## config.mk

```make
export PLATFORM = sky130hd
export DESIGN_NAME = tga_rle_packet_decoder_top_flat
export DESIGN_NICKNAME = d
export VERILOG_FILES = /design/src/rtl/trle_pkg.sv /design/src/rtl/trle_byte_if.sv /design/src/rtl/trle_pixel_if.sv /design/src/rtl/trle_cfg_if.sv /design/src/rtl/tga_rle_packet_decoder_top.sv /design/src/flat_wrapper.sv
export SDC_FILE = /design/constraint.sdc
export NUM_CORES = 1
export LEC_CHECK = 0
export ABC_AREA = 1
export ABC_CLOCK_PERIOD_IN_PS = 4550
export BUFFER_PORTS_ARGS = -buffer_cell sky130_fd_sc_hd__buf_2
export CORE_MARGIN = 4
export CORE_UTILIZATION = 40
export CTS_CLUSTER_SIZE = 10
export DETAILED_ROUTE_END_ITERATION = 10
export GPL_TIMING_DRIVEN = 0
export PLACE_DENSITY = 0.7
export SYNTH_ARGS = -nofsm -noshare
export SYNTH_HDL_FRONTEND = slang
export SYNTH_SLANG_ARGS = --single-unit
```

## constraint.sdc

```tcl
create_clock -name clk -period 4.55 [get_ports clk]
set_clock_uncertainty 0.2 [all_clocks]
set_input_delay 0.91 -clock clk [delete_from_list [all_inputs] [get_ports clk]]
set_output_delay 0.91 -clock clk [all_outputs]
set_load 0.02 [all_outputs]
```

## src/rtl/trle_pkg.sv

```systemverilog
// Shared types, constants and the pixel formatting function of the targa
// run-length packet decoder. No dependencies; used by trle_cfg_if and the top level.
package trle_pkg;

  localparam int unsigned CFG_INDEX_W = 1;

  localparam logic [CFG_INDEX_W-1:0] CFG_DEPTH_CODE  = 1'd0;
  localparam logic [CFG_INDEX_W-1:0] CFG_PIXEL_TOTAL = 1'd1;

  localparam logic [1:0] DEPTH_8  = 2'd0;
  localparam logic [1:0] DEPTH_16 = 2'd1;
  localparam logic [1:0] DEPTH_24 = 2'd2;
  localparam logic [1:0] DEPTH_32 = 2'd3;

  localparam logic [1:0]  DEPTH_RESET = DEPTH_24;
  localparam logic [31:0] TOTAL_RESET = 32'd1;

  typedef logic [3:0][7:0] pix_bytes_t;

  typedef struct packed {
    logic [7:0] chan0;
    logic [7:0] chan1;
    logic [7:0] chan2;
    logic [7:0] chan3;
    logic [2:0] bytes_valid;
    logic [7:0] repeat_res;
    logic       image_done;
    logic       overrun;
  } pix_t;

  function automatic pix_t format_pixel(input logic [1:0] depth, input pix_bytes_t pb,
                                        input logic [7:0] rep, input logic done,
                                        input logic over);
    pix_t        p;
    logic [15:0] v;
    p = '0;
    v = {pb[1], pb[0]};
    p.repeat_res = rep;
    p.image_done = done;
    p.overrun    = over;
    unique case (depth)
      DEPTH_8: begin
        p.chan0       = pb[0];
        p.bytes_valid = 3'd1;
      end
      DEPTH_16: begin
        p.chan0       = {v[4:0], 3'b000};
        p.chan1       = {v[9:5], 3'b000};
        p.chan2       = {v[14:10], 3'b000};
        p.bytes_valid = 3'd3;
      end
      DEPTH_24: begin
        p.chan0       = pb[0];
        p.chan1       = pb[1];
        p.chan2       = pb[2];
        p.bytes_valid = 3'd3;
      end
      default: begin
        p.chan0       = pb[0];
        p.chan1       = pb[1];
        p.chan2       = pb[2];
        p.chan3       = pb[3];
        p.bytes_valid = 3'd4;
      end
    endcase
    return p;
  endfunction

endpackage

```

## src/rtl/trle_byte_if.sv

```systemverilog
// Valid/ready channel that carries one byte of compressed pixel data.
// No dependencies.
interface trle_byte_if;
  logic       valid;
  logic       ready;
  logic [7:0] stream_byte;

  modport source (output valid, output stream_byte, input ready);
  modport sink (input valid, input stream_byte, output ready);
endinterface

```

## src/rtl/trle_pixel_if.sv

```systemverilog
// Valid/ready channel that carries one decoded pixel with its repeat count and flags.
// No dependencies.
interface trle_pixel_if;
  logic       valid;
  logic       ready;
  logic [7:0] chan0;
  logic [7:0] chan1;
  logic [7:0] chan2;
  logic [7:0] chan3;
  logic [2:0] bytes_valid;
  logic [7:0] repeat_res;
  logic       image_done;
  logic       overrun;

  modport source (output valid, output chan0, output chan1, output chan2, output chan3,
                  output bytes_valid, output repeat_res, output image_done,
                  output overrun, input ready);
  modport sink (input valid, input chan0, input chan1, input chan2, input chan3,
                input bytes_valid, input repeat_res, input image_done,
                input overrun, output ready);
endinterface

```

## src/rtl/trle_cfg_if.sv

```systemverilog
// Valid/ready configuration write channel with register index and write data.
// Depends on trle_pkg for the index width.
interface trle_cfg_if;
  logic                             valid;
  logic                             ready;
  logic [trle_pkg::CFG_INDEX_W-1:0] index;
  logic [31:0]                      data;

  modport source (output valid, output index, output data, input ready);
  modport sink (input valid, input index, input data, output ready);
endinterface

```

## src/rtl/tga_rle_packet_decoder_top.sv

```systemverilog
// Top level of the targa run-length packet decoder.
// Depends on trle_pkg and the interfaces trle_byte_if, trle_pixel_if and trle_cfg_if.
//
// Usage:
//   stream carries the compressed pixel data, one byte per transfer. A header
//   byte opens a packet; the data bytes of a run or raw packet follow.
//   pixel gives one transfer for every finished pixel, with its repeat count,
//   an image_done flag on the last pixel of an image and an overrun flag when
//   a packet asked for more pixels than the image had left.
//   cfg writes depth_code (index 0) and pixel_total (index 1); it is always
//   ready. The user must write it only while no byte is in flight; the block
//   does not enforce this. A pixel is registered when its last byte is
//   transferred. Throughput: one byte per cycle, a header byte or a data
//   byte, while stream is ready. The byte is decoded by the logic between
//   the state registers and the pixel output register.
//   When pixel stalls, one further pixel is held in a skid register, and
//   stream drops ready only while that skid register is full.
//   Reset: depth_code returns to 24 bit, pixel_total to one, and the decoder
//   waits for the header of a new image with both output registers empty.
module tga_rle_packet_decoder_top (
  input logic           clk,
  input logic           rst,
  trle_byte_if.sink     stream,
  trle_pixel_if.source  pixel,
  trle_cfg_if.sink      cfg
);
  import trle_pkg::*;

  logic [1:0]  depth_code;
  logic [31:0] pixel_total;

  logic        expect_header, expect_header_next;
  logic        packet_is_run, packet_is_run_next;
  logic [7:0]  packet_pixels_left, packet_pixels_left_next;
  logic [1:0]  byte_position, byte_position_next;
  pix_bytes_t  pixel_bytes, pixel_bytes_next;
  logic [31:0] image_pixels_left, image_pixels_left_next;

  pix_t        out_reg, skid_reg, result;
  logic        out_valid, skid_valid;
  logic        produce;
  logic        stream_xfer, pixel_xfer;

  assign stream.ready = !skid_valid;
  assign stream_xfer  = stream.valid && stream.ready;
  assign pixel_xfer   = out_valid && pixel.ready;
  assign cfg.ready    = 1'b1;

  always_ff @(posedge clk) begin
    if (rst) begin
      depth_code  <= DEPTH_RESET;
      pixel_total <= TOTAL_RESET;
    end else if (cfg.valid) begin
      unique case (cfg.index)
        CFG_DEPTH_CODE:  depth_code  <= cfg.data[1:0];
        CFG_PIXEL_TOTAL: pixel_total <= cfg.data;
        default: ;
      endcase
    end
  end

  always_comb begin
    pix_bytes_t  pix_cur;
    logic [7:0]  count;
    logic        over;
    logic        done;
    logic [31:0] ipl_dec;
    logic [7:0]  ppl_dec;
    expect_header_next      = expect_header;
    packet_is_run_next      = packet_is_run;
    packet_pixels_left_next = packet_pixels_left;
    byte_position_next      = byte_position;
    pixel_bytes_next        = pixel_bytes;
    image_pixels_left_next  = image_pixels_left;
    produce                 = 1'b0;
    pix_cur                 = pixel_bytes;
    pix_cur[byte_position]  = stream.stream_byte;
    count                   = packet_pixels_left;
    over                    = 1'b0;
    done                    = 1'b0;
    ipl_dec = (image_pixels_left != 32'd0) ? image_pixels_left - 32'd1 : 32'd0;
    ppl_dec = (packet_pixels_left != 8'd0) ? packet_pixels_left - 8'd1 : 8'd0;
    if (stream_xfer) begin
      if (expect_header) begin
        if (image_pixels_left == 32'd0) begin
          image_pixels_left_next = (pixel_total == 32'd0) ? 32'd1 : pixel_total;
        end
        packet_is_run_next      = stream.stream_byte[7];
        packet_pixels_left_next = {1'b0, stream.stream_byte[6:0]} + 8'd1;
        byte_position_next      = 2'd0;
        expect_header_next      = 1'b0;
      end else begin
        pixel_bytes_next = pix_cur;
        if (byte_position < depth_code) begin
          byte_position_next = byte_position + 2'd1;
        end else begin
          byte_position_next = 2'd0;
          produce            = 1'b1;
          if (packet_is_run) begin
            if ({24'd0, packet_pixels_left} > image_pixels_left) begin
              count = image_pixels_left[7:0];
              over  = 1'b1;
            end
            image_pixels_left_next  = image_pixels_left - {24'd0, count};
            packet_pixels_left_next = 8'd0;
            expect_header_next      = 1'b1;
            done                    = (image_pixels_left_next == 32'd0);
          end else begin
            count                   = 8'd1;
            image_pixels_left_next  = ipl_dec;
            done                    = (ipl_dec == 32'd0);
            over                    = done && (ppl_dec != 8'd0);
            packet_pixels_left_next = over ? 8'd0 : ppl_dec;
            expect_header_next      = (packet_pixels_left_next == 8'd0);
          end
        end
      end
    end
    result = format_pixel(depth_code, pix_cur, count, done, over);
  end

  always_ff @(posedge clk) begin
    if (rst) begin
      expect_header      <= 1'b1;
      packet_is_run      <= 1'b0;
      packet_pixels_left <= 8'd0;
      byte_position      <= 2'd0;
      pixel_bytes        <= '0;
      image_pixels_left  <= 32'd0;
    end else begin
      expect_header      <= expect_header_next;
      packet_is_run      <= packet_is_run_next;
      packet_pixels_left <= packet_pixels_left_next;
      byte_position      <= byte_position_next;
      pixel_bytes        <= pixel_bytes_next;
      image_pixels_left  <= image_pixels_left_next;
    end
  end

  always_ff @(posedge clk) begin
    if (rst) begin
      out_valid  <= 1'b0;
      skid_valid <= 1'b0;
    end else begin
      if (produce) begin
        if (out_valid && !pixel.ready) begin
          skid_valid <= 1'b1;
        end else begin
          out_valid <= 1'b1;
        end
      end else if (skid_valid && pixel.ready) begin
        skid_valid <= 1'b0;
      end else if (pixel_xfer) begin
        out_valid <= 1'b0;
      end
    end
  end

  always_ff @(posedge clk) begin
    if (produce && out_valid && !pixel.ready) begin
      skid_reg <= result;
    end
    if (produce && (!out_valid || pixel.ready)) begin
      out_reg <= result;
    end else if (skid_valid && pixel.ready) begin
      out_reg <= skid_reg;
    end
  end

  assign pixel.valid       = out_valid;
  assign pixel.chan0       = out_reg.chan0;
  assign pixel.chan1       = out_reg.chan1;
  assign pixel.chan2       = out_reg.chan2;
  assign pixel.chan3       = out_reg.chan3;
  assign pixel.bytes_valid = out_reg.bytes_valid;
  assign pixel.repeat_res  = out_reg.repeat_res;
  assign pixel.image_done  = out_reg.image_done;
  assign pixel.overrun     = out_reg.overrun;

`ifndef NO_ASSERTIONS
  a_skid_behind_out: assert property (@(posedge clk) disable iff (rst)
    skid_valid |-> out_valid)
    else $error("skid register holds a pixel while the output register is empty");

  a_header_loads_image: assert property (@(posedge clk) disable iff (rst)
    (stream_xfer && expect_header) |=> (image_pixels_left != 32'd0))
    else $error("image pixel count is zero after a header");

  a_done_expects_header: assert property (@(posedge clk) disable iff (rst)
    (produce && result.image_done) |=> expect_header)
    else $error("a finished image did not return to header state");

  a_repeat_nonzero: assert property (@(posedge clk) disable iff (rst)
    out_valid |-> (out_reg.repeat_res != 8'd0))
    else $error("pixel given with a zero repeat count");
`endif

endmodule

```

## src/flat_wrapper.sv

```systemverilog
// flat-port wrapper written by rule: the top's interface ports become plain ports
module tga_rle_packet_decoder_top_flat import trle_pkg::*;
  (clk, rst, stream_valid, stream_stream_byte, stream_ready, pixel_valid, pixel_chan0, pixel_chan1, pixel_chan2, pixel_chan3, pixel_bytes_valid, pixel_repeat_res, pixel_image_done, pixel_overrun, pixel_ready, cfg_valid, cfg_index, cfg_data, cfg_ready);
  trle_byte_if stream_i ();
  trle_pixel_if pixel_i ();
  trle_cfg_if cfg_i ();
  input logic clk;
  input logic rst;
  input wire logic [$bits(stream_i.valid)-1:0] stream_valid;
  input wire logic [$bits(stream_i.stream_byte)-1:0] stream_stream_byte;
  output wire logic [$bits(stream_i.ready)-1:0] stream_ready;
  output wire logic [$bits(pixel_i.valid)-1:0] pixel_valid;
  output wire logic [$bits(pixel_i.chan0)-1:0] pixel_chan0;
  output wire logic [$bits(pixel_i.chan1)-1:0] pixel_chan1;
  output wire logic [$bits(pixel_i.chan2)-1:0] pixel_chan2;
  output wire logic [$bits(pixel_i.chan3)-1:0] pixel_chan3;
  output wire logic [$bits(pixel_i.bytes_valid)-1:0] pixel_bytes_valid;
  output wire logic [$bits(pixel_i.repeat_res)-1:0] pixel_repeat_res;
  output wire logic [$bits(pixel_i.image_done)-1:0] pixel_image_done;
  output wire logic [$bits(pixel_i.overrun)-1:0] pixel_overrun;
  input wire logic [$bits(pixel_i.ready)-1:0] pixel_ready;
  input wire logic [$bits(cfg_i.valid)-1:0] cfg_valid;
  input wire logic [$bits(cfg_i.index)-1:0] cfg_index;
  input wire logic [$bits(cfg_i.data)-1:0] cfg_data;
  output wire logic [$bits(cfg_i.ready)-1:0] cfg_ready;
  assign stream_i.valid = stream_valid;
  assign stream_i.stream_byte = stream_stream_byte;
  assign stream_ready = stream_i.ready;
  assign pixel_valid = pixel_i.valid;
  assign pixel_chan0 = pixel_i.chan0;
  assign pixel_chan1 = pixel_i.chan1;
  assign pixel_chan2 = pixel_i.chan2;
  assign pixel_chan3 = pixel_i.chan3;
  assign pixel_bytes_valid = pixel_i.bytes_valid;
  assign pixel_repeat_res = pixel_i.repeat_res;
  assign pixel_image_done = pixel_i.image_done;
  assign pixel_overrun = pixel_i.overrun;
  assign pixel_i.ready = pixel_ready;
  assign cfg_i.valid = cfg_valid;
  assign cfg_i.index = cfg_index;
  assign cfg_i.data = cfg_data;
  assign cfg_ready = cfg_i.ready;
  tga_rle_packet_decoder_top u_core (.clk(clk), .rst(rst), .stream(stream_i), .pixel(pixel_i), .cfg(cfg_i));
endmodule
```

# After elaboration in Yosys (flattened, before gate mapping)
# Index checks and enable logic that the tools add are counted.
[word_totals] ff_bits=202 inputBits=46 output_inout_bits=48
[classes] add_sub_neg=5 n_lt_le_gt_ge=4 eq_ne=7 mux=53 n_bitwise=2 reduce_logical=35
[op_table] cell="two-way mux 32 bit" count=6
[op_table] cell="two-way mux 8 bit" count=17
[op_table] cell="logical NOT 32 bit" count=4
[op_table] cell="two-way mux 45 bit" count=2
[op_table] cell="bitwise mux 32 bit" count=1
[op_table] cell="> comparator 8 x 32 -> 1 bit" count=1
[op_table] cell="one-hot mux 16 bit (2 select lines)" count=1
[op_table] cell="nonzero test 32 bit" count=1
[op_table] cell="subtractor 32 x 1 -> 32 bit (second input constant)" count=1
[op_table] cell="subtractor 32 x 8 -> 32 bit" count=1
[op_table] cell="two-way mux 1 bit" count=22
[op_table] cell="demux 8 bit (select 2 bit)" count=1
[op_table] cell="nonzero test 8 bit" count=2
[op_table] cell="AND reduction 2 bit" count=6
[op_table] cell="logical AND 1 bit" count=9
[op_table] cell="adder 7 x 1 -> 8 bit (second input constant)" count=1
[op_table] cell="logical NOT 8 bit" count=1
[op_table] cell="subtractor 8 x 1 -> 8 bit (second input constant)" count=1
[op_table] cell="inequality test 2 bit (second input constant)" count=3
[op_table] cell="one-hot mux 3 bit (2 select lines)" count=1
[op_table] cell="AND reduction 3 bit" count=2
[op_table] cell="nonzero test 2 bit" count=3
[op_table] cell="two-way mux 2 bit" count=2
[op_table] cell="inequality test 2 x 1 -> 1 bit (second input constant)" count=2
[op_table] cell="12 further kinds" count=15

# Depth between registers and ports, before layout
# Gate-level depths: netlist of the first run.
[logic_depth] depth_word=13 mapped_depth=31 ltp_nobuf=30

# Worst setup path after synthesis of the first run
# No wires, ideal clock.
[synth_path] path_kind="input -> register" start="in pixel_ready" end="reg u_core.out_reg, in the netlist u_core.pixel.bytes_valid[0] (enable)" t_arrival_ps=4139 required_time_ps=3840 setup_slack_ps=-299 path_stages=2 path_cell_list="inv_1 -> o21ai_0"
[synth_between] elab_chain_len=3 elab_cells_between_ends=4 classes_between="4 x reduce/logical"
[synth_lines] item="start, declared" line_no="flat_wrapper.sv:21" rtl="input wire logic [$bits(pixel_i.ready)-1:0] pixel_ready;"
[synth_lines] item="logical OR 1 bit" line_no="tga_rle_packet_decoder_top.sv:163" rtl="if (produce && (!out_valid || pixel.ready)) begin"
[synth_lines] item="logical AND 1 bit" line_no="tga_rle_packet_decoder_top.sv:163"
[synth_lines] item="nonzero test 2 bit (no line) *"
[synth_lines] item="end signal, assigned" line_no="tga_rle_packet_decoder_top.sv:164" rtl="out_reg <= result;"
[synth_lines] item="end signal, assigned" line_no="tga_rle_packet_decoder_top.sv:166" rtl="out_reg <= skid_reg;"
[synth_lines] item="end, declared" line_no="tga_rle_packet_decoder_top.sv:39" rtl="pix_t out_reg, skid_reg, result;"
# Mark *: on every way between the ends. The rest lies on a longest branch, timed or not.
# A chain may end at the register's enable or synchronous reset.

# Final worst setup path of the first run
[layout_path] start="reg u_core.image_pixels_left[20]" end="reg u_core.out_reg, in the netlist u_core.pixel.image_done, data pin"
[layout_between] elab_chain_len=13 elab_cells_between_ends=17 classes_between="2 x add/sub; 1 x order compare; 11 x mux; 3 x reduce/logical"
[layout_lines] item="start, declared" line_no="tga_rle_packet_decoder_top.sv:37" rtl="logic [31:0] image_pixels_left, image_pixels_left_next;"
[layout_lines] item="start signal, assigned" line_no="tga_rle_packet_decoder_top.sv:136" rtl="image_pixels_left <= image_pixels_left_next;"
[layout_lines] item="> comparator 8 x 32 -> 1 bit" line_no="tga_rle_packet_decoder_top.sv:100" rtl="if ({24'd0, packet_pixels_left} > image_pixels_left) begin"
[layout_lines] item="two-way mux 8 bit" line_no="tga_rle_packet_decoder_top.sv:100"
[layout_lines] item="two-way mux 8 bit" line_no="tga_rle_packet_decoder_top.sv:99" rtl="if (packet_is_run) begin"
[layout_lines] item="two-way mux 8 bit" line_no="tga_rle_packet_decoder_top.sv:94" rtl="if (byte_position < depth_code) begin"
[layout_lines] item="two-way mux 8 bit" line_no="tga_rle_packet_decoder_top.sv:84" rtl="if (expect_header) begin"
[layout_lines] item="two-way mux 8 bit" line_no="tga_rle_packet_decoder_top.sv:83" rtl="if (stream_xfer) begin"
[layout_lines] item="subtractor 32 x 8 -> 32 bit" line_no="tga_rle_packet_decoder_top.sv:104" rtl="image_pixels_left_next = image_pixels_left - {24'd0, count};"
[layout_lines] item="logical NOT 32 bit" line_no="tga_rle_packet_decoder_top.sv:107" rtl="done = (image_pixels_left_next == 32'd0);"
[layout_lines] item="two-way mux 1 bit *" line_no="tga_rle_packet_decoder_top.sv:99"
[layout_lines] item="two-way mux 1 bit *" line_no="tga_rle_packet_decoder_top.sv:94"
[layout_lines] item="two-way mux 1 bit *" line_no="tga_rle_packet_decoder_top.sv:84"
[layout_lines] item="two-way mux 1 bit *" line_no="tga_rle_packet_decoder_top.sv:83"
[layout_lines] item="two-way mux 45 bit *" line_no="tga_rle_packet_decoder_top.sv:163"
# Mark *: on every way between the ends. The rest lies on a longest branch, timed or not. The select of a mux whose other input is x is not followed.

==> results of run 1 <==
[cell type report]
type,instances,area (sq um),share of cell area (%)
clock inverter,3,33.8,0.248
buffer,64,269,1.97
clock buffer,42,731,5.36
tap,384,480,3.53
inverter,158,593,4.35
sequential,202,4970,36.4
timing repair buffer,98,541,3.97
multi-input combinational,1186,6020,44.1
[kinds of logic (layout without fill, tap and decap cells)]
group | count (synthesis) | count (layout) | share of synthesized area, %
AOI/OAI and AO/OA | 341 | 341 | 16.6
xor gates and xnor gates | 21 | 21 | 1.57
adders and majority gates | 30 | 30 | 3.27
buffers and inverters | 222 | 365 | 7.34
DFF | 202 | 202 | 42.2
other | 1 | 1 | 0.0320
and+or+nand+nor | 793 | 793 | 29.0
[power groups by stage]
stage	Sequential [mW]	Combinational, mW	Clock, mW
2_1_floorplan	2.15	4.31	0
3_3_place_gp	2.21	5.86	0
3_5_place_dp	2.21	5.89	0
4_1_cts	2.18	5.94	1.89
5_1_grt	2.19	7.00	1.97
6_report	2.18	6.34	1.87
[per-layer routing]
metal / track usage [%] / vias to the layer above / wire length (um)
li1: - / 5664 / -
met1: 31.1 / 5355 / 16200
met2: 36.2 / 537 / 16500
met3: 3.82 / 124 / 2970
met4: 10.4 / 0 / 2140
met5: 0 / - / 0
[through the flow]
step | std cells | worst slack (ns)
after global routing | 2137 | -0.0173
final | 2137 | 0.249
after detailed placement | 2087 | -0.223
after global placement | 2085 | -1.10
after CTS | 2132 | 0.0155
after floorplan | 1610 | 0.211
[cells in the final DEF, fill, tap and decap left out, types with 6 or more instances in the layout]
| cell type | Yosys | layout |
|---|---|---|
| inv_1 | 149 | 149 |
| xor2_1 | 19 | 18 |
| o22ai_2 | 7 | 7 |
| nor2_1 | 206 | 201 |
| nor2_2 | 10 | 13 |
| clkbuf_16 | 0 | 26 |
| a221oi_1 | 21 | 21 |
| nand2_2 | 7 | 11 |
| edfxtp_1 | 90 | 90 |
| o22ai_1 | 13 | 13 |
| nand2_1 | 414 | 410 |
| o21ai_0 | 155 | 153 |
| nand3_2 | 7 | 10 |
| a21oi_1 | 105 | 104 |
| o211ai_1 | 13 | 13 |
| nor3_1 | 11 | 10 |
| buf_2 | 6 | 96 |
| nor2_4 | 4 | 6 |
| nor4_1 | 10 | 10 |
| buf_4 | 1 | 7 |
| o21ai_1 | 9 | 9 |
| dfxtp_1 | 112 | 105 |
| ha_1 | 29 | 28 |
| nand4_1 | 22 | 22 |
| nand3_1 | 90 | 87 |
| clkbuf_1 | 54 | 68 |
[critical path, delay by kind of cell (launching register included)]
family | cells | cell delay [ns]
xor+xnor | 1 | 0.25
fa+ha+maj | 2 | 0.60
flops | 1 | 0.38
simple gates | 18 | 1.94
compound gates | 1 | 0.07
buf+inv | 6 | 0.61
[timing repair]
action | 4_1_cts | 5_1_grt
hold endpoints to repair | 0 | 0
gates resized for setup | 9 | 28
setup buffers | 0 | 5
pin swaps | 0 | 7
endpoints found under the setup margin | 2 | 2
[worst max-delay path by stage]
stage / start / end / slack (ns) / depth (start not counted)
4_1_cts: u_core.image_pixels_left[22] / u_core.pixel.image_done / 0.02 / 28
3_5_place_dp: u_core.image_pixels_left[7] / u_core.pixel.image_done / -0.22 / 27
3_3_place_gp: stream_valid / u_core.skid_reg[6] / -1.10 / 8
6_report: u_core.image_pixels_left[20] / u_core.pixel.image_done / 0.25 / 28
5_1_grt: u_core.image_pixels_left[20] / u_core.pixel.image_done / -0.02 / 30
2_1_floorplan: stream_valid / u_core.skid_reg[0] / 0.21 / 7
==> summary.txt, run 1 <==
Outcome
  – Status: completed

CTS
  – Deepest clock path buffer count: 3
  – Clock root buffer: clkbuf_16
  – Clock latency on the worst-skew pair: roughly 0.54 ns
  – Clock Pin Slew Worst Setup and Hold Paths: 0.06 ns
  – Post-CTS Hold Buffers: 0
  – Clock buffer count from CTS: 25
  – CTS tree: built
  – H-tree levels: 1
  – Sink Count: 202

Pwr
  – Leak pwr: slightly below 6 nW
  – Comb power frac: about three fifths
  – Clock share of power: between 15 and 20%
  – Pwr Total: between 10 and 15 mW
  – Switching Fraction: approximately half
  – Internal power: roughly 5 mW
  – VDD IR max: approximately 460 uV
  – Power Density: 763 nW/um^2
  – Seq pwr share: roughly a fifth
  – Psw: 5.37 mW

Finish
  – Filler cell count in the final layout: roughly 2,900
  – Util after Layout: approximately 47%
  – Synth-to-layout area growth: 16.4%
  – Diodes inserted: 0
  – Final Cell Area: around 14,000 sq um
  – Final #Nets: 1,811
  – Max FFs per register: 45
  – Fraction of layout cells with a size suffix above 1: between 10% and 20%

Floorplanning
  – Die area: between 30,000 and 40,000 sq um
  – Core area: about 29,000 sq um
  – Initial core utilization: between 40 and 50%
  – I/O pins: 94
  – Num rows: slightly above 60
  – DIE HEIGHT: 179 um
  – Die Width: 179 um

Drt
  – Vias per cell: 5.47
  – Via count: around 12,000
  – DRC: 0
  – DR iter-0 viols: 1,284
  – WL/cell: about 18 um
  – Final ANT Viol Nets: 0
  – Router iterations before antenna repair: 6
  – Final wirelength: around 38,000 um

Min path
  – Hold crit path type: register to register
  – WHS Path Cells: 2
  – Worst Hold Path EP: u_core.pixel_total[0]
  – Hold path start: u_core.pixel_total[0]

Synthesis
  – Top FF cell, synth: dfxtp_1
  – Count leader, synth: nand2_1
  – Syn Area/Cell: ~7.3 sq um
  – Mapped Area: approximately 12,000 sq um
  – Syn_nets: roughly 1,700
  – Synth warn: 0
  – FFs w/ async S/R, synth: 0%
  – Synth area leaders: edfxtp_1 23%, dfxtp_1 19%, nand2_1 13%, o21ai_0 6.6%, nor2_1 6.6%
  – Netlist cell types: between 40 and 50
  – Commonest cells in the synthesized netlist: 414 x nand2_1, 206 x nor2_1, 155 x o21ai_0
  – Synth Register Bits: between 200 and 250
  – Cell accounting for the most synthesized area: edfxtp_1
  – Synthesized instance count: 1,610
  – Number of synthesized flops with an enable pin: 90
  – Synth top area share: between 20% and 30%
  – Seq/Total Area, Yosys: 42.2%

Placed design
  – Port-buffer cells: ~90
  – Post-DP HPWL: 29,500 um
  – GP Congestion: about 1.0
  – Placed instance area: approximately 13,000 sq um

Setup path
  – Startpoint types: register
  – Reg-to-reg startpoint: u_core.image_pixels_left[20]
  – Worst Reg-to-Reg Cells: 28
  – Required @ worst endpoint: 4.65 ns
  – Reg2Reg Capture Point: u_core.pixel.image_done
  – Crit Path Category: register to register
  – Critical Path Fanout Max: 10
  – Crit-path slowest cell: fa_2
  – Worst path most repeated cell: nand2_1
  – Crit. End Element: register
  – Arrival @ worst endpoint: between 4 and 5 ns
  – Reg2Reg Setup Slack: between 0.2 and 0.25 ns
  – Slowest cell delay on critical path: 0.46 ns

Global route
  – GRT overflow: 0
  – Vias in the first global route: between 10,000 and 15,000
  – First-pass GRT wire length: 58,100 um
  – Antenna violations before repair: 0
  – Largest net degree at the start of global routing: 33
  – GRT Total Usage: 23.0%

STA
  – Final Hold Vio Count: 0
  – Slew Limit Fails: 0
  – Slew @ Worst Pin: approximately 1.0 ns
  – Achievable Freq: around 230 MHz
  – Min cycle time layout: around 4.3 ns
  – Rel. slew slack: between 30% and 40%
  – Final setup viols: 0
  – Setup total negative slack: 0 ns
  – Final period util: a little over nine tenths
  – Hold Slack: 0.304 ns

Job
  – Max Cap Violations: 0
Note: power is estimated with default switching activity, not from simulation.
==> run 2: changes to the inputs <==
- CORE_UTILIZATION: 40 -> 43
- PLACE_DENSITY: 0.7 -> 0.74
==> summary.txt, run 2 (synthesis results as in run 1) <==
Setup path
  – Slowest cell delay on critical path: 0.44 ns (-0.02 ns)
  – Required @ worst endpoint: 4.75 ns (+0.10 ns)
  – Startpoint types: register
  – Critical Path Fanout Max: 10 (unchanged)
  – Arrival @ worst endpoint: 4.59 ns (+0.19 ns)
  – Crit. End Element: register
  – Worst path most repeated cell: nand2_1
  – Crit Path Category: register to register
  – Crit-path slowest cell: dfxtp_1

Global route
  – GRT Total Usage: 25.6% (+2.6 points)
  – Antenna violations before repair: 0 (unchanged)
  – Vias in the first global route: 10,974 (+2.5%)
  – First-pass GRT wire length: 61,600 um (+6.0%)
  – Largest net degree at the start of global routing: 34 (+3.0%)
  – GRT overflow: 0 (unchanged)

Floorplanning
  – Die Width: 173 um (-3.4%)
  – DIE HEIGHT: 173 um (-3.4%)
  – Core area: 26,900 sq um (-6.6%)
  – I/O pins: 94 (unchanged)
  – Initial core utilization: 43.6% (+2.9 points)
  – Num rows: 60 (-3.2%)
  – Die area: 29,900 sq um (-6.7%)

Drt
  – Via count: 11,805 (+1.1%)
  – DR iter-0 viols: 1,120 (-13%)
  – Final wirelength: 39,800 um (+5.3%)
  – Router iterations before antenna repair: 6 (unchanged)
  – Final ANT Viol Nets: 0 (unchanged)
  – Vias per cell: 5.61 (+2.7%)
  – WL/cell: 18.9 um (+7.0%)
  – DRC: 0 (unchanged)

Finish
  – Final cell count without fillers: 2,103 (-1.6%)
  – Final #Nets: 1,821 (+0.55%)
  – Diodes inserted: 0 (unchanged)
  – Most common cell after layout, fill and taps aside: nand2_1
  – Most frequent cells in the layout: 409 x nand2_1, 197 x nor2_1, 150 x o21ai_0
  – Max FFs per register: 45 (unchanged)
  – Util after Layout: 51.0% (+3.6 points)
  – Synth-to-layout area growth: 17.0%
  – Fraction of layout cells with a size suffix above 1: 13.5% (+1.1 points)

Pwr
  – Leak pwr: 6.00 nW (+0.82%)
  – VDD IR max: 381 uV (-16%)
  – Power Density: 785 nW/um^2 (+3.0%)
  – Pwr Total: 10.8 mW (+3.5%)

STA
  – Final period util: 96.4% (+1.9 points)
  – Setup total negative slack: 0 ns (unchanged)
  – Final Hold Vio Count: 0 (unchanged)
  – Rel. slew slack: 27.9% (-4.7 points)
  – Slew Limit Fails: 0 (unchanged)
  – Slew @ Worst Pin: 1.07 ns (+0.0704 ns)
  – RSZ-0062 raised after global routing: no
  – Achievable Freq: 228 MHz (-1.9%)
  – Min cycle time layout: 4.39 ns (+0.0853 ns)
  – Final setup viols: 0 (unchanged)

CTS
  – Clock root buffer: clkbuf_16
  – Clock Pin Slew Worst Setup and Hold Paths: 0.06 ns (about the same)
  – Post-CTS Hold Buffers: 0 (unchanged)
  – Deepest clock path buffer count: 3 (unchanged)
  – Clock latency on the worst-skew pair: 0.53 ns (about the same)
  – CTS tree: built
  – Clock buffer count from CTS: 25 (unchanged)
  – Sink Count: 202 (unchanged)
  – H-tree levels: 1 (unchanged)

Outcome
  – Status: completed

Min path
  – Hold crit path type: register to register

Placed design
  – Cell count after placement: 2,044 (-2.1%)
  – Port-buffer cells: 91 (unchanged)
  – Post-DP HPWL: 31,300 um (+6.0%)
  – GP Congestion: 0.990 (-4.4%)

Job
  – Max Cap Violations: 0 (unchanged)
## run 2: cell types whose count changed in the layout (fill, tap and decap cells not counted), moves of 2 or more
cell      before  now
buf_4          7   16
o21ai_1        9   11
nor2_1       201  197
o21ai_0      153  150
nor2_2        13   15
clkbuf_8       2    0
nor2_4         6    8
## run 2: layer usage
| layer | vias up | global-route usage (%) | wire [um] | part of all wire [%] |
|---|---|---|---|---|
| li1 | 5684 | - | - | - |
| met5 | - | 0 | 0 | 0 |
| met2 | 517 | 42.7 | 18100 | 45 |
| met1 | 5483 | 33.3 | 16800 | 42 |
| met4 | 0 | 10.8 | 2140 | 5.4 |
| met3 | 121 | 3.72 | 2790 | 7.0 |
## run 2: critical path, delay by kind of cell, from the launching register on
family / cells / cell delay (ns)
adders and majority gates: 2 / 0.57
AOI/OAI and AO/OA: 1 / 0.08
DFF: 1 / 0.44
buffers and inverters: 7 / 0.78
and+or+nand+nor: 17 / 1.93
xor gates and xnor gates: 1 / 0.23
## run 2: through the flow
step | hold WS [ns] | cell area, sq um | setup slack [ns]
global route | 0.328 | 13700 | 0.00258
detailed placement | 0.281 | 12700 | -0.346
CTS | 0.299 | 13500 | 0.0978
global placement | 0.282 | 12600 | -1.05
finish | 0.292 | 13700 | 0.164
floorplan | 0.244 | 11700 | 0.211
## run 2: what timing repair did
action,in CTS,in global routing
setup endpoints to repair,2,2
gates resized for setup,13,40
pin swaps,1,10
setup buffers,1,14
## run 2: path summary, 6_finish.rpt
| check | to | depth (start not counted) | start | slack, ns |
|---|---|---|---|---|
| hold reg to reg | u_core.pixel_total[0] | 2 | u_core.pixel_total[0] | 0.29 |
| setup reg to reg | u_core.pixel.image_done | 28 | u_core.image_pixels_left[10] | 0.16 |
| hold / removal | u_core.pixel_total[0] | 2 | u_core.pixel_total[0] | 0.29 |
| setup / recovery | u_core.pixel.image_done | 28 | u_core.image_pixels_left[10] | 0.16 |
## run 2: final cells by class
| type | count | area, sq um |
|---|---|---|
| Buffer | 64 | 269 |
| Fill cell | 2620 | 13200 |
| Timing Repair Buffer | 108 | 616 |
| Sequential cell | 202 | 4970 |
| Clock inverter | 4 | 62.6 |
| Clock buffer | 40 | 703 |
| Tap cell | 341 | 427 |
| Inverter | 158 | 593 |
| Multi-Input combinational cell | 1186 | 6060 |
## run 2: report_power, final
part           switching [mW]  total [mW]  internal (mW)
logic                    4.64        6.68           2.04
registers               0.171        2.19           2.02
clock network           0.771        1.89           1.12
==> run 3: changes to the inputs <==
- CORE_ASPECT_RATIO: default -> 0.9
==> summary.txt, run 3 (synthesis results as in run 1) <==
Finish
  – Max FFs per register: 45 (unchanged)
  – Filler cell count in the final layout: 2,579 (-1.6%)
  – Diodes inserted: 0 (unchanged)
  – Most frequent cells in the layout: 408 x nand2_1, 196 x nor2_1, 151 x o21ai_0
  – Final #Nets: 1,814 (-0.38%)
  – Final cell count without fillers: 2,110 (+0.33%)
  – Synth-to-layout area growth: 16.7%
  – Most common cell after layout, fill and taps aside: nand2_1
  – Util after Layout: 50.8% (-0.15 points)
  – Fraction of layout cells with a size suffix above 1: 12.9% (-0.52 points)

Drt
  – WL/cell: 18.0 um (-4.7%)
  – DR iter-0 viols: 1,602 (+43%)
  – DRC: 0 (unchanged)
  – Final ANT Viol Nets: 0 (unchanged)
  – Vias per cell: 5.59 (-0.39%)
  – Via count: 11,798 (-0.059%)
  – Router iterations before antenna repair: 6 (unchanged)
  – Final wirelength: 38,100 um (-4.4%)

Setup path
  – Arrival @ worst endpoint: 4.48 ns (-0.11 ns)
  – Reg2Reg Setup Slack: 0.28 ns (+0.11 ns)
  – Worst Reg-to-Reg Cells: 30 (+7.1%)
  – Crit-path slowest cell: fa_2
  – Crit. End Element: register
  – Critical Path Fanout Max: 10 (unchanged)
  – Critical path depth in cells: 30 (+7.1%)
  – CP delay by family, top: simple AND/OR/NAND/NOR gates
  – Reg2Reg Capture Point: u_core.pixel.image_done
  – Reg-to-reg startpoint: u_core.image_pixels_left[10]
  – Crit Path Category: register to register
  – Required @ worst endpoint: 4.75 ns (about the same)
  – Startpoint types: register
  – Worst path most repeated cell: nand2_1
  – Slowest cell delay on critical path: 0.47 ns (+0.03 ns)
  – CP Buf/Inv Count: 7 (unchanged)

Floorplanning
  – Die Width: 182 um (+5.2%)
  – I/O pins: 94 (unchanged)
  – Num rows: 57 (-5.0%)
  – DIE HEIGHT: 165 um (-4.9%)
  – Initial core utilization: 43.5% (about the same)
  – Core area: 26,900 sq um (about the same)
  – Die area: 29,900 sq um (about the same)

STA
  – Setup total negative slack: 0 ns (unchanged)
  – Slew Limit Fails: 0 (unchanged)
  – Hold Slack: 0.302 ns (+0.00988 ns)
  – Final setup viols: 0 (unchanged)
  – Min cycle time layout: 4.27 ns (-0.115 ns)
  – Achievable Freq: 234 MHz (+2.7%)
  – Rel. slew slack: 39.9% (+12 points)
  – RSZ-0062 raised after global routing: no
  – Final period util: 93.9% (-2.5 points)
  – Final Hold Vio Count: 0 (unchanged)
  – Slew @ Worst Pin: 0.892 ns (-0.178 ns)

Outcome
  – Status: completed

Global route
  – Vias in the first global route: 10,769 (-1.9%)
  – GRT overflow: 0 (unchanged)
  – Antenna violations before repair: 0 (unchanged)
  – First-pass GRT wire length: 58,700 um (-4.7%)
  – GRT Total Usage: 24.6% (-1.0 points)
  – Largest net degree at the start of global routing: 34 (unchanged)

Min path
  – Worst Hold Path EP: u_core.image_pixels_left[7]
  – WHS Path Cells: 2 (unchanged)
  – Hold crit path type: register to register
  – Hold path start: u_core.pixel_total[7]

Pwr
  – Power Density: 783 nW/um^2 (-0.31%)
  – VDD IR max: 309 uV (-19%)
  – Leak pwr: 5.98 nW (-0.30%)
  – Pwr Total: 10.7 mW (-0.55%)

Placed design
  – Cell count after placement: 2,057 (+0.64%)
  – Port-buffer cells: 91 (unchanged)
  – GP Congestion: 1.04 (+4.9%)
  – Post-DP HPWL: 29,200 um (-6.7%)

CTS
  – Clock Pin Slew Worst Setup and Hold Paths: 0.06 ns (about the same)
  – Sink Count: 202 (unchanged)
  – Deepest clock path buffer count: 3 (unchanged)
  – Clock buffer count from CTS: 26 (+4.0%)
  – Clock latency on the worst-skew pair: 0.54 ns (about the same)
  – CTS tree: built
  – Clock root buffer: clkbuf_16
  – H-tree levels: 1 (unchanged)

Job
  – Max Cap Violations: 0 (unchanged)
run 3: stage by stage:
stage	area, sq um	worst slack, ns
CTS	13500	0.0308
global placement	12600	-0.938
finish	13700	0.279
floorplan	11700	0.211
global route	13700	0.00728
detailed placement	12700	-0.288
run 3: repair_timing:
item,4_1_cts,5_1_grt
resized for setup,14,30
buffers inserted,0,7
pin swaps,0,7
endpoints found under the setup margin,2,4
hold buffers,0,0
run 3: layout make-up:
type	instances	area, sq um	share of cell area [%]
Multi-Input combinational cell	1186	6020	44.0
Sequential cell	202	4970	36.3
Clock buffer	41	737	5.39
Inverter	158	593	4.34
Timing Repair Buffer	100	548	4.01
Tap cell	354	443	3.24
Buffer	64	269	1.97
Clock inverter	5	91.3	0.668
run 3: worst max path at each step:
stage                                       startpoint                      end  slack (ns)
after floorplan                           stream_valid       u_core.skid_reg[0]        0.21
after global placement                    stream_valid       u_core.skid_reg[6]       -0.94
after detailed placement   u_core.image_pixels_left[7]  u_core.pixel.image_done       -0.29
after CTS                 u_core.image_pixels_left[14]  u_core.pixel.image_done        0.03
after global routing       u_core.image_pixels_left[1]  u_core.pixel.image_done       0.007
final                     u_core.image_pixels_left[10]  u_core.pixel.image_done        0.28
run 3: routing by layer:
metal | part of all wire, % | up-vias | global-route usage, %
li1 | - | 5676 | -
met1 | 45 | 5420 | 36.5
met2 | 41 | 628 | 36.0
met5 | 0 | - | 0
met3 | 12 | 74 | 5.66
met4 | 2.6 | 0 | 6.41
run 3: worst reg2reg max path, delay by kind of cell (launching register included):
family,cells,cell delay [ns]
and+or+nand+nor,19,2.00
adders and majority gates,2,0.60
DFF,1,0.39
AOI/OAI and AO/OA,2,0.21
buffers and inverters,7,0.72
run 3: where the power goes:
group	internal [mW]	switching, mW
clock	1.22	0.794
combinational	1.90	4.60
sequential	2.02	0.161
